[config.mk]
export PLATFORM = sky130hd
export DESIGN_NAME = button_debounce_auto_repeat_core
export DESIGN_NICKNAME = d
export VERILOG_FILES = /design/src/rtl/core/bdar_pkg.sv /design/src/rtl/core/bdar_step.sv /design/src/rtl/core/button_debounce_auto_repeat_core.sv
export SDC_FILE = /design/constraint.sdc
export NUM_CORES = 1
export LEC_CHECK = 0
export BUFFER_PORTS_ARGS = -buffer_cell sky130_fd_sc_hd__buf_4
export CAP_MARGIN = 10
export CORE_MARGIN = 2
export CORE_UTILIZATION = 40
export DETAILED_ROUTE_END_ITERATION = 7
export PLACE_DENSITY = 0.56
export SYNTH_ARGS = -nofsm -noshare
export SYNTH_HDL_FRONTEND = slang
export SYNTH_SLANG_ARGS = --single-unit
[constraint.sdc]
create_clock -name clock -period 3 [get_ports clock]
set_input_delay 0.15 -clock clock [delete_from_list [all_inputs] [get_ports clock]]
set_output_delay 0.15 -clock clock [all_outputs]
set_load 0.01 [all_outputs]
[src/rtl/core/bdar_pkg.sv]
`default_nettype none
// ----------------------------------------------------------------------------
// bdar_pkg
// Shared codes and item types for the button debounce and auto-repeat core.
// ----------------------------------------------------------------------------
package bdar_pkg;

   // qualifier states
   localparam logic [2:0] ST_RELEASED    = 3'd0;
   localparam logic [2:0] ST_PRESS_DEB   = 3'd1;
   localparam logic [2:0] ST_RELEASE_DEB = 3'd2;
   localparam logic [2:0] ST_FIRST_HOLD  = 3'd3;
   localparam logic [2:0] ST_NEXT_HOLD   = 3'd4;

   // reported events
   localparam logic [1:0] EV_NONE     = 2'd0;
   localparam logic [1:0] EV_PRESSED  = 2'd1;
   localparam logic [1:0] EV_RELEASED = 2'd2;
   localparam logic [1:0] EV_HOLD     = 2'd3;

   // item kinds
   localparam logic OP_EDGE = 1'b0;
   localparam logic OP_TICK = 1'b1;

   // register indexes
   localparam logic [1:0] CSR_WATCHED_LINE = 2'd0;
   localparam logic [1:0] CSR_DEBOUNCE     = 2'd1;
   localparam logic [1:0] CSR_FIRST_HOLD   = 2'd2;
   localparam logic [1:0] CSR_NEXT_HOLD    = 2'd3;

   localparam int unsigned CSR_DATA_WIDTH = 16;

   typedef struct packed {
      logic       opcode;
      logic [3:0] event_line;
      logic       pin_level;
   } item_type;

   typedef struct packed {
      logic [1:0] button_event;
      logic [2:0] qualifier_state;
   } result_type;

   typedef struct packed {
      logic [3:0]  watched_line;
      logic [7:0]  debounce_ticks;
      logic [15:0] first_hold_ticks;
      logic [15:0] next_hold_ticks;
   } cfg_type;

endpackage
`default_nettype wire

[src/rtl/core/bdar_step.sv]
`default_nettype none
// ----------------------------------------------------------------------------
// bdar_step
// Next-state logic of the qualifier: timer countdown, edge and expiry actions.
// ----------------------------------------------------------------------------
module bdar_step
   import bdar_pkg::*;
#(
   parameter int unsigned TIMER_WIDTH = 16
) (
   input  item_type               item,
   input  cfg_type                cfg,
   input  logic [2:0]             fsm,
   input  logic [TIMER_WIDTH-1:0] remaining,
   input  logic [TIMER_WIDTH-1:0] interval,
   output logic [2:0]             fsm_next,
   output logic [TIMER_WIDTH-1:0] remaining_next,
   output logic [TIMER_WIDTH-1:0] interval_next,
   output result_type             result
);

   logic [TIMER_WIDTH-1:0] debounce_val;
   logic [TIMER_WIDTH-1:0] first_val;
   logic [TIMER_WIDTH-1:0] next_val;
   logic [TIMER_WIDTH-1:0] dec;
   logic [1:0]             ev;
   logic                   pressed;

   assign debounce_val = TIMER_WIDTH'(cfg.debounce_ticks);
   assign first_val    = TIMER_WIDTH'(cfg.first_hold_ticks);
   assign next_val     = TIMER_WIDTH'(cfg.next_hold_ticks);
   assign dec          = remaining - TIMER_WIDTH'(1);
   assign pressed      = item.pin_level;

   always_comb begin
      fsm_next       = fsm;
      remaining_next = remaining;
      interval_next  = interval;
      ev             = EV_NONE;
      if (item.opcode == OP_TICK) begin
         if (interval != '0) begin
            remaining_next = dec;
            if (dec == '0) begin
               // expiry: reload, then settle
               remaining_next = interval;
               unique case (fsm)
                  ST_PRESS_DEB: begin
                     interval_next  = pressed ? first_val : debounce_val;
                     remaining_next = pressed ? first_val : debounce_val;
                     fsm_next       = pressed ? ST_FIRST_HOLD : ST_RELEASE_DEB;
                  end
                  ST_RELEASE_DEB: begin
                     interval_next  = pressed ? debounce_val : '0;
                     remaining_next = pressed ? debounce_val : '0;
                     fsm_next       = pressed ? ST_PRESS_DEB : ST_RELEASED;
                  end
                  ST_FIRST_HOLD: begin
                     interval_next  = pressed ? next_val : '0;
                     remaining_next = pressed ? next_val : '0;
                     fsm_next       = pressed ? ST_NEXT_HOLD : ST_RELEASED;
                     ev             = pressed ? EV_HOLD : EV_NONE;
                  end
                  ST_NEXT_HOLD: begin
                     if (pressed) begin
                        ev = EV_HOLD;
                     end else begin
                        interval_next  = '0;
                        remaining_next = '0;
                        fsm_next       = ST_RELEASED;
                     end
                  end
                  default: begin
                  end
               endcase
            end
         end
      end else if (item.event_line == cfg.watched_line) begin
         unique case (fsm)
            ST_RELEASED: begin
               if (pressed) begin
                  interval_next  = debounce_val;
                  remaining_next = debounce_val;
                  fsm_next       = ST_PRESS_DEB;
                  ev             = EV_PRESSED;
               end
            end
            ST_PRESS_DEB, ST_RELEASE_DEB: begin
               interval_next  = debounce_val;
               remaining_next = debounce_val;
            end
            default: begin
               interval_next  = debounce_val;
               remaining_next = debounce_val;
               fsm_next       = pressed ? ST_PRESS_DEB : ST_RELEASE_DEB;
               ev             = pressed ? EV_PRESSED : EV_RELEASED;
            end
         endcase
      end
   end

   assign result.button_event    = ev;
   assign result.qualifier_state = fsm_next;

endmodule
`default_nettype wire

[src/rtl/core/button_debounce_auto_repeat_core.sv]
`default_nettype none
// ----------------------------------------------------------------------------
// button_debounce_auto_repeat_core
// Button qualifier with debounce countdown and auto-repeat hold reporting.
// ----------------------------------------------------------------------------
//  channel  direction  contents
//  req_     in         edge event or tick with sampled pin level
//  rsp_     out        reported event and state after the item
//  csr_     in         register writes
//
//  one item per cycle while rsp_ does not stall; an item's result reaches rsp_ via
//  the input register, then one pass of state logic into the result register
//  the qualifier state updates in that same pass, so items follow back to back
//  a stalled rsp_ holds the result and the waiting item; req_ stalls then
//  synchronous reset clears the qualifier, timer and valid flags and sets the config registers to defaults
// ----------------------------------------------------------------------------
module button_debounce_auto_repeat_core
   import bdar_pkg::*;
#(
   parameter int unsigned TIMER_WIDTH = 16
) (
   input  wire logic                      clock,
   input  wire logic                      reset,
   input  wire logic                      req_tvalid,
   output      logic                      req_tready,
   input  wire logic [7:0]                req_tdata,  // event_line, pin_level, zero fill
   input  wire logic                      req_tuser,  // opcode
   output      logic                      rsp_tvalid,
   input  wire logic                      rsp_tready,
   output      logic [7:0]                rsp_tdata,  // button_event, qualifier_state, zero fill
   input  wire logic                      csr_we,
   input  wire logic [1:0]                csr_index,
   input  wire logic [CSR_DATA_WIDTH-1:0] csr_wdata
);

   cfg_type                cfg_ff;
   item_type               item_ff;
   logic                   item_valid_ff;
   result_type             result_ff;
   logic                   result_valid_ff;
   logic [2:0]             fsm_ff;
   logic [TIMER_WIDTH-1:0] remaining_ff;
   logic [TIMER_WIDTH-1:0] interval_ff;

   logic [2:0]             fsm_in;
   logic [TIMER_WIDTH-1:0] remaining_in;
   logic [TIMER_WIDTH-1:0] interval_in;
   result_type             result_in;
   logic                   fire;

   assign fire       = item_valid_ff && (!result_valid_ff || rsp_tready);
   assign req_tready = !item_valid_ff || fire;

   bdar_step #(
      .TIMER_WIDTH(TIMER_WIDTH)
   ) u_step (
      .item          (item_ff),
      .cfg           (cfg_ff),
      .fsm           (fsm_ff),
      .remaining     (remaining_ff),
      .interval      (interval_ff),
      .fsm_next      (fsm_in),
      .remaining_next(remaining_in),
      .interval_next (interval_in),
      .result        (result_in)
   );

   always_ff @(posedge clock) begin
      if (reset) begin
         cfg_ff.watched_line     <= 4'd0;
         cfg_ff.debounce_ticks   <= 8'd20;
         cfg_ff.first_hold_ticks <= 16'd500;
         cfg_ff.next_hold_ticks  <= 16'd100;
      end else if (csr_we) begin
         unique case (csr_index)
            CSR_WATCHED_LINE: cfg_ff.watched_line     <= csr_wdata[3:0];
            CSR_DEBOUNCE:     cfg_ff.debounce_ticks   <= csr_wdata[7:0];
            CSR_FIRST_HOLD:   cfg_ff.first_hold_ticks <= csr_wdata[15:0];
            CSR_NEXT_HOLD:    cfg_ff.next_hold_ticks  <= csr_wdata[15:0];
            default: begin
            end
         endcase
      end
   end

   always_ff @(posedge clock) begin
      if (reset) begin
         item_valid_ff   <= 1'b0;
         result_valid_ff <= 1'b0;
         fsm_ff          <= ST_RELEASED;
         remaining_ff    <= '0;
         interval_ff     <= '0;
      end else begin
         if (req_tready) begin
            item_valid_ff <= req_tvalid;
         end
         if (fire) begin
            result_valid_ff <= 1'b1;
            fsm_ff          <= fsm_in;
            remaining_ff    <= remaining_in;
            interval_ff     <= interval_in;
         end else if (rsp_tready) begin
            result_valid_ff <= 1'b0;
         end
      end
   end

   // payload
   always_ff @(posedge clock) begin
      if (req_tvalid && req_tready) begin
         item_ff.opcode     <= req_tuser;
         item_ff.event_line <= req_tdata[3:0];
         item_ff.pin_level  <= req_tdata[4];
      end
      if (fire) begin
         result_ff <= result_in;
      end
   end

   assign rsp_tvalid = result_valid_ff;
   assign rsp_tdata  = {3'b000, result_ff.qualifier_state, result_ff.button_event};

endmodule
`default_nettype wire
Word-level counts from Yosys, hierarchy flattened
Index checks and enable logic that the tools add are counted.
- bits in registers: 92
- bits of input ports: 32
- output and inout port bits: 10
- word-level logic and storage cells: 83
- add/subtract/negate cells: 1
- eq/ne operators: 11
- muxes and demuxes: 37
- reductions and logical operators: 20
- operators with widths (cell ; count):
    2-to-1 mux 16 bit ; 12
    case mux 16 bit (4 select lines) ; 1
    2-to-1 mux 3 bit ; 7
    logical NOT 16 bit ; 1
    2-to-1 mux 2 bit ; 8
    nonzero test 16 bit ; 1
    subtractor 16 x 1 -> 16 bit (second input constant) ; 1
    case mux 3 bit (4 select lines) ; 1
    2-to-1 mux 8 bit ; 1
    AND reduction 2 bit ; 4
    == test 3 x 2 -> 1 bit (second input constant) ; 2
    case mux 3 bit (2 select lines) ; 1
    2-to-1 mux 1 bit ; 5
    AND reduction 5 bit ; 1
    == test 2 bit (second input constant) ; 2
    == test 4 bit ; 1
    != test 2 x 1 -> 1 bit (second input constant) ; 2
    case mux 2 bit (2 select lines) ; 1
    AND reduction 4 bit ; 1
    nonzero test 2 bit ; 2
    OR reduction 2 bit ; 2
    == test 3 x 1 -> 1 bit (second input constant) ; 1
    == test 3 bit (second input constant) ; 1
    logical NOT 3 bit ; 1
    6 further kinds ; 9

Logic depth before layout (Yosys ltp)
Gate-level depths: netlist of run 1.
- depth in word-level cells: 6
- gate-level depth with buffers: 11
- mapped depth without buffers: 9

Cells and area by module
Synthesis of run 1 repeated with hierarchy kept, for this count alone.
- cell total of the unflattened synthesis: 664
- area total of the unflattened synthesis: 5586.6 µm²
- modules (own cells, without submodules) (module ; instances ; cells an instance ; area an instance (µm²)):
    button_debounce_auto_repeat_core ; 1 ; 367 ; 3621.0
    bdar_step ; 1 ; 297 ; 1965.6

Worst setup path before layout of run 1
Ideal clock, no wire load.
- path type: reg-to-reg
- start: register remaining_ff[0]
- end: register remaining_ff[2]
- setup time: 0.103 ns
- arrival: 2.557 ns
- slack: 0.339 ns
- stages on the path, launching flop included: 11
- clock period less this slack: 2.661 ns
- cell sequence: dfxtp_1 inv_1 ha_1 o21bai_1 a311oi_1 a31oi_1 nor4_4 nand2_2 buf_6 o211a_1 a2111oi_2
- cells in the longest elaborated chain, start to end: 5
- RTL lines (item ; RTL line ; RTL):
    from (decl) ; button_debounce_auto_repeat_core.sv:42 ; logic [TIMER_WIDTH-1:0] remaining_ff;
    from (signal assigned) ; button_debounce_auto_repeat_core.sv:100 ; remaining_ff <= remaining_in;
    subtractor 16 x 1 -> 16 bit (*) ; bdar_step.sv:32 ; assign dec = remaining - TIMER_WIDTH'(1);
    logical NOT 16 bit ; bdar_step.sv:43 ; if (dec == '0) begin
    2-to-1 mux 16 bit (*) ; bdar_step.sv:43 ;
    2-to-1 mux 16 bit (*) ; bdar_step.sv:41 ; if (interval != '0) begin
    2-to-1 mux 16 bit (*) ; bdar_step.sv:40 ; if (item.opcode == OP_TICK) begin
Mark *: on every way between the ends. The rest lies on a longest branch, timed or not. The select of a mux whose other input is x is not followed.
A chain may end at the register's enable or synchronous reset.

Final worst setup path of run 1
- start: register remaining_ff[0]
- end: register interval_ff[0]
- cells in the longest elaborated chain, start to end: 4
- RTL lines (item ; RTL line ; RTL):
    subtractor 16 x 1 -> 16 bit ; bdar_step.sv:32 ;
    logical NOT 16 bit ; bdar_step.sv:43 ;
    != test 2 x 1 -> 1 bit (no source line) ; -- ;
    AND reduction 5 bit (no source line) ; -- ;
    to (signal assigned) ; button_debounce_auto_repeat_core.sv:101 ; interval_ff <= interval_in;
    to (decl) ; button_debounce_auto_repeat_core.sv:43 ; logic [TIMER_WIDTH-1:0] interval_ff;
Every way passes these cells.

==> results of run 1 <==
==> synth_stat cells (3+ instances only) <==
| library cell | instances |
|---|---|
| buf_1 | 4 |
| nor3_1 | 9 |
| nand2_1 | 104 |
| or2_2 | 4 |
| mux2i_1 | 30 |
| o21ai_0 | 25 |
| edfxtp_1 | 11 |
| o211ai_1 | 3 |
| a2111oi_2 | 6 |
| buf_4 | 3 |
| dfxtp_1 | 81 |
| a221oi_1 | 4 |
| nor4_1 | 13 |
| clkbuf_1 | 31 |
| a311oi_1 | 6 |
| o211a_1 | 5 |
| buf_2 | 9 |
| and2_1 | 5 |
| xor2_1 | 5 |
| o2bb2ai_1 | 3 |
| xnor2_1 | 6 |
| o22ai_1 | 5 |
| nand2b_1 | 16 |
| nand4_1 | 3 |
| nand3_1 | 14 |
| inv_1 | 8 |
| o21a_1 | 3 |
| a21oi_1 | 64 |
| nor2_1 | 64 |
| a31oi_1 | 4 |
| or3_1 | 7 |
| nand3b_1 | 18 |
| nor2b_1 | 6 |
==> layout by cell type (no fill, tap or decap), types with 3 or more instances in the layout <==
| master | count |
|---|---|
| nor4_1 | 13 |
| o211ai_1 | 3 |
| nand3_1 | 14 |
| inv_6 | 3 |
| o21a_1 | 3 |
| conb_1 | 3 |
| edfxtp_1 | 11 |
| o22ai_1 | 5 |
| or3_1 | 7 |
| a311oi_1 | 5 |
| clkbuf_16 | 9 |
| o21ai_0 | 24 |
| nand2_1 | 104 |
| a31oi_1 | 4 |
| and2_1 | 5 |
| nor3_1 | 9 |
| dfxtp_1 | 80 |
| nand2b_1 | 16 |
| mux2i_1 | 30 |
| o2bb2ai_1 | 3 |
| or2_2 | 4 |
| xnor2_1 | 6 |
| a221oi_1 | 4 |
| xor2_1 | 5 |
| o211a_1 | 5 |
| dlygate4sd3_1 | 6 |
| a2111oi_2 | 6 |
| nand3b_1 | 18 |
| nand4_1 | 3 |
| a21oi_1 | 64 |
| buf_4 | 61 |
| inv_1 | 8 |
| nor2b_1 | 6 |
| nor2_1 | 64 |
| or4_4 | 3 |
==> stage by stage <==
step | instances | area [sq um] | util | setup TNS (ns)
after floorplan | 629 | 5057 | - | 0
after global placement | 811 | 5507 | 0.4417 | 0
after detailed placement | 811 | 5507 | 0.4417 | -0.4608
after CTS | 835 | 5868 | 0.4707 | 0
after global routing | 836 | 5891 | 0.4725 | -0.6848
final | 836 | 5891 | 0.4725 | 0
==> what timing repair did <==
| item | 4_1_cts | 5_1_grt |
|---|---|---|
| pin swaps | 1 | 2 |
| hold endpoints to repair | 6 | 0 |
| resized for setup | 1 | 6 |
| endpoints found under the setup margin | 9 | 34 |
| setup buffers | 2 | 1 |
| hold buffers | 6 | 0 |
==> sequential cells by signal (all words and copies together) (netlist names) <==
signal and flops:
interval_ff 16, fsm_ff 3, rsp_tvalid 1, rsp_tdata 5, cfg_ff 44, item_valid_ff 1
remaining_ff 16, item_ff 6
==> cells by family (layout without fill, tap and decap cells) <==
family / after synthesis / count (layout) / synth area share
AND/OR/NAND/NOR: 279 / 279 / 0.2723
AO/OA/AOI/OAI: 153 / 153 / 0.2027
flip-flops: 92 / 92 / 0.3865
buffers and inverters: 57 / 92 / 0.04980
multiplexers: 32 / 32 / 0.06392
XOR/XNOR: 11 / 11 / 0.01908
adder cells (fa/ha/maj): 2 / 2 / 0.004955
other: 1 / 3 / 0.0007426
==> routing by layer <==
layer  global-route usage  share of wire  vias up
met5                    0              0        -
met2               0.3256           0.47      105
met1               0.2775           0.47     2141
met4              0.07460          0.019        0
li1                     -              -     2297
met3              0.03010          0.043       20
==> cell type report <==
type,count,area [sq um],share of cell area
clock buffer,9,225.2,0.03823
sequential,92,1956,0.3320
clock inverter,7,55.05,0.009346
timing repair buffer,68,538.0,0.09133
multi-input combinational,480,2872,0.4875
tap,172,215.2,0.03653
inverter,8,30.03,0.005098
==> power by group <==
| part | switching, uW | internal (uW) | total (uW) |
|---|---|---|---|
| sequential | 22.7 | 1280 | 1300 |
| combinational | 171 | 121 | 292 |
| clock | 516 | 574 | 1090 |
| total | 710 | 1970 | 2680 |
==> worst register-to-register path, cell delays in order, from the launching register on <==
cell and delay (ns):
dfxtp_4 0.39, inv_1 0.07, ha_2 0.23, o41ai_1 0.58, nand2_1 0.19, nor4_4 0.47
buf_4 0.20, a32o_1 0.22, buf_12 0.16, nor2_1 0.05, a311oi_1 0.25
==> worst max path at each step <==
stage / endpoint / slack [ns] / cells past startpoint
after global routing: interval_ff[1]$_SDFFE_PP0P_ / -0.10 / 10
after floorplan: remaining_ff[2]$_SDFFE_PP0P_ / 0.34 / 10
after global placement: remaining_ff[2]$_SDFFE_PP0P_ / 0.1 / 9
after detailed placement: remaining_ff[2]$_SDFFE_PP0P_ / -0.1 / 9
final: interval_ff[0]$_SDFFE_PP0P_ / 0.10 / 10
after CTS: remaining_ff[2]$_SDFFE_PP0P_ / 0.03 / 9
==> results.toml, run 1 <==
[synth]
yosysWarnings = 0
synth_ff_type = "dfxtp_1"
syn_area_per_cell_sq_um = 8.054
seq_area_frac_synth = 0.3865
synth.area.top_cells = "dfxtp_1, nand2_1, edfxtp_1"
netlist_area_sq_mm = 0.005050
synth_cells = 627
ys_seq_elements = 92
synth_edf_count = 11
yosysTopAreaCell = "dfxtp_1"
synthDistinctLibCells = 67
synth_top_area_share = 0.3211
synth-async-reset-ratio = 0

[sta]
whs_ns = 0.02286
slew_violations = 0
tightest_slew_ns = 0.8803
fmax_mhz = 345.2
slew_headroom = 0.4131
skew_ns = 0.009711
finalCritPeriodShare = 0.9656
min_period_ns = 2.897
finalHoldViolCount = 0
fin_ws_ns = 0.1032
setup_violations = 0

[global_route]
antenna_found_initial = 0
grt_pass1_vias = 4315
overflow = 0
grt_max_degree = 84
grt_use_total = 0.2027
grt_pass1_wl_microns = 21610

[final_layout]
post_route_cells_drive_above_1_share = 0.1566
area_delta_synth_final_pct = 16.65
n_fill_cell = 1250
finalNetCount = 693
antenna_cells = 0

[setup_path]
arrival_ns = 3.14
r2r_end = "interval_ff[0]$_SDFFE_PP0P_"
critical_path.cell_chain = "inv_1 -> ha_2 -> o41ai_1 -> nand2_1 -> nor4_4 -> buf_4 -> a32o_1 -> buf_12 -> nor2_1 -> a311oi_1"
reg2regPathDepth = 10
worst_ep_required_time_ns = 3.25
critPathLaunchType = "flip-flop"
cp_slowest_cell = "o41ai_1"
endpoint_kind = "flip-flop"
cp_top_family = "compound AO/OA/AOI/OAI gates"
rr_startpoint = "remaining_ff[0]$_SDFFE_PP0P_"
max_stage_delay_ns = 0.57
startpoint = "remaining_ff[0]$_SDFFE_PP0P_"
r2r_slack_ns = 0.10
crit_buf_inv = 3
crit_type = "flip-flop to flip-flop"
crit_fanout = 17

[power]
p_leak_uw = 0.002194
p_total_uw = 2684
powerDensity_mw_per_mm2 = 455.7
vdd_drop_max_mv = 0.2659

[placement]
port_buffers = 35
place_congestion = 0.9003
dp_hpwl_microns = 9356
dp_slack_ns = -0.09591

[die]
io_pins = 42
die_y_microns = 116.4
rows = 41
die-area_sq_mm = 0.01354
initial_core_util = 0.4051
die_w_microns = 116.4
core_area_sq_mm = 0.01247

[routing]
drc = 0
drtPass1Iterations = 6
wire_per_inst_microns = 15.84
vias = 4563
ant_nets = 0
wl_microns = 13240
detail_route.vias_per_cell = 5.458
first_iter_violations = 254

[clock_network]
clk_latency_ns = 0.35
clkTransAtPathRegs_ns = 0.07
clkSinkCount = 92
clockBufferDepth = 2
cts_max_level = 3
cts_tree = "built"
cts_made_buffers = 9
cts-root-buf = "clkbuf_16"

[worst_hold_path]
hp-start = "req_tvalid"
hold_end = "item_valid_ff$_SDFFE_PP0N_"
worstHoldPathCells = 3
hold_class = "input pin to flip-flop"

[job]
max-cap-violations = 0

[status]
status = "finished clean"
Power figures use the tool's default switching activity.
==> inputs of run 2 (changes only) <==
--- a/config.mk
+++ b/config.mk
@@ -11,6 +11,7 @@
 export CORE_UTILIZATION = 40
 export DETAILED_ROUTE_END_ITERATION = 7
 export PLACE_DENSITY = 0.56
+export RECOVER_POWER = 25
 export SYNTH_ARGS = -nofsm -noshare
 export SYNTH_HDL_FRONTEND = slang
 export SYNTH_SLANG_ARGS = --single-unit
==> run 2 against run 1 <==
  * Combinational power about the same
  * Flip-flop and latch count unchanged
  * Critical path type unchanged
  * Setup slack improved by 0.015 ns
  * First-iteration DRC count decreased by 11%
  * Die area unchanged
  * Global-route usage unchanged
==> results.toml, run 2 (synthesized netlist as in run 1, its figures left out) <==
[routing]
drtPass1Iterations = 5
vias = 4570
wire_per_inst_microns = 15.84
ant_nets = 0
first_iter_violations = 226
detail_route.vias_per_cell = 5.467
drc = 0
wl_microns = 13240

[worst_hold_path]
hp-start = "req_tvalid"
hold_class = "input pin to flip-flop"

[power]
powerDensity_mw_per_mm2 = 455.7
vdd_drop_max_mv = 0.2657
p_leak_uw = 0.002189

[placement]
place_congestion = 0.9003
dp_slack_ns = -0.09591
port_buffers = 35
dp_hpwl_microns = 9356
placed_area_sq_mm = 0.005507

[job]
max-cap-violations = 0

[clock_network]
clk_latency_ns = 0.35
cts_made_buffers = 9
cts_tree = "built"
cts-root-buf = "clkbuf_16"
clkTransAtPathRegs_ns = 0.07
clkSinkCount = 92
cts_max_level = 3
clockBufferDepth = 2

[final_layout]
finalNetCount = 693
mostFrequentLayoutCells = "nand2_1, dfxtp_1, nor2_1, a21oi_1, buf_4"
final_area_sq_mm = 0.005887
n_fill_cell = 1250
post_route_cells_drive_above_1_share = 0.1536
largest_register = "cfg_ff"
area_delta_synth_final_pct = 16.58
reg.largest.list = "cfg_ff (44), interval_ff (16), remaining_ff (16)"
antenna_cells = 0
fin_util = 0.4722
largest_reg_flops = 44
final_common_cell = "nand2_1"

[setup_path]
critical_path.cell_chain = "inv_1 -> ha_2 -> o21bai_1 -> a311oi_2 -> o311ai_1 -> nor4_4 -> buf_4 -> a32o_1 -> buf_12 -> nor2_1 -> a311oi_1"
crit_fanout = 17
arrival_ns = 3.13
endpoint_kind = "flip-flop"
rr_startpoint = "remaining_ff[0]$_SDFFE_PP0P_"
max_stage_delay_ns = 0.41
worst_ep_required_time_ns = 3.24
startpoint = "remaining_ff[0]$_SDFFE_PP0P_"
critPathLaunchType = "flip-flop"
cp_slowest_cell = "nor4_4"
crit_type = "flip-flop to flip-flop"

[sta]
slew_violations = 0
slew_headroom = 0.3039
finalCritPeriodShare = 0.9605
min_period_ns = 2.881
fmax_mhz = 347.1
tightest_slew_ns = 1.044
finalHoldViolCount = 0
fin_ws_ns = 0.1186
skew_ns = 0.008353
setup_violations = 0

[global_route]
grt_pass1_wl_microns = 21610
grt_pass1_vias = 4315
grt_max_degree = 84
antenna_found_initial = 0
grt_use_total = 0.2027
overflow = 0

[die]
die_y_microns = 116.4
die_w_microns = 116.4
rows = 41
io_pins = 42
die-area_sq_mm = 0.01354
initial_core_util = 0.4051
core_area_sq_mm = 0.01247

[status]
status = "finished clean"
==> run 2: cell types whose count changed in the layout (fill, tap and decap cells not counted) <==
cell / previous run / this run
buf_4: 61 / 54
clkbuf_4: 0 / 6
clkbuf_1: 0 / 1
or2_0: 0 / 1
or2_2: 4 / 3
==> run 2: per-layer routing <==
metal | part of all wire | wire [microns] | track usage
met1 | 0.46 | 6059 | 0.2775
met2 | 0.47 | 6259 | 0.3256
met3 | 0.049 | 654 | 0.03010
met4 | 0.020 | 265 | 0.07460
met5 | 0 | 0 | 0
==> run 2: worst max-delay path, delay by kind of cell, from the launching register on <==
kind                     cells  cell delay [ns]
adder cells (fa/ha/maj)      1             0.23
AO/OA/AOI/OAI                5             1.27
flip-flops                   1             0.39
AND/OR/NAND/NOR              2             0.46
buffers and inverters        3             0.43
==> run 2: final timing paths <==
check / slack [ns] / end / cells past startpoint
hold / removal: 0.02 / item_valid_ff$_SDFFE_PP0N_ / 3
hold reg to reg: 0.46 / cfg_ff[11]$_SDFFE_PP0P_ / 2
setup reg to reg: 0.12 / interval_ff[0]$_SDFFE_PP0P_ / 11
setup / recovery: 0.12 / interval_ff[0]$_SDFFE_PP0P_ / 11
==> run 2: layout make-up <==
cell class | count | area [sq um] | share of cell area
clock inverters | 7 | 55.05 | 0.009352
multi-input cells | 480 | 2872 | 0.4878
repair buffers | 68 | 534.3 | 0.09075
clock buffers | 9 | 225.2 | 0.03826
well taps | 172 | 215.2 | 0.03656
inverters | 8 | 30.03 | 0.005101
flip-flops and latches | 92 | 1956 | 0.3322
==> run 2: per-stage QoR <==
step,setup TNS [ns],cells,hold slack [ns],total power [uW]
3_5_place_dp,-0.4608,811,0.3293,1615
6_report,0,836,0.02076,2683
2_1_floorplan,0,629,0.2489,1515
5_1_grt,-0.6848,836,0.03301,2802
3_3_place_gp,0,811,0.3279,1609
4_1_cts,0,835,0.01270,2713
==> run 2: what timing repair did <==
item	CTS	global route
gates cloned	0	0
hold buffers	6	0
setup buffers	2	1
resized for setup	1	6
pin swaps	1	2
endpoints found under the setup margin	9	34
endpoints found under the hold margin	6	0
==> run 2: report_power, final <==
| group | switching, uW | total (uW) | internal (uW) |
|---|---|---|---|
| sequential | 22.7 | 1300 | 1280 |
| combinational | 171 | 290 | 120 |
| clock | 516 | 1090 | 574 |
| total | 709 | 2680 | 1970 |
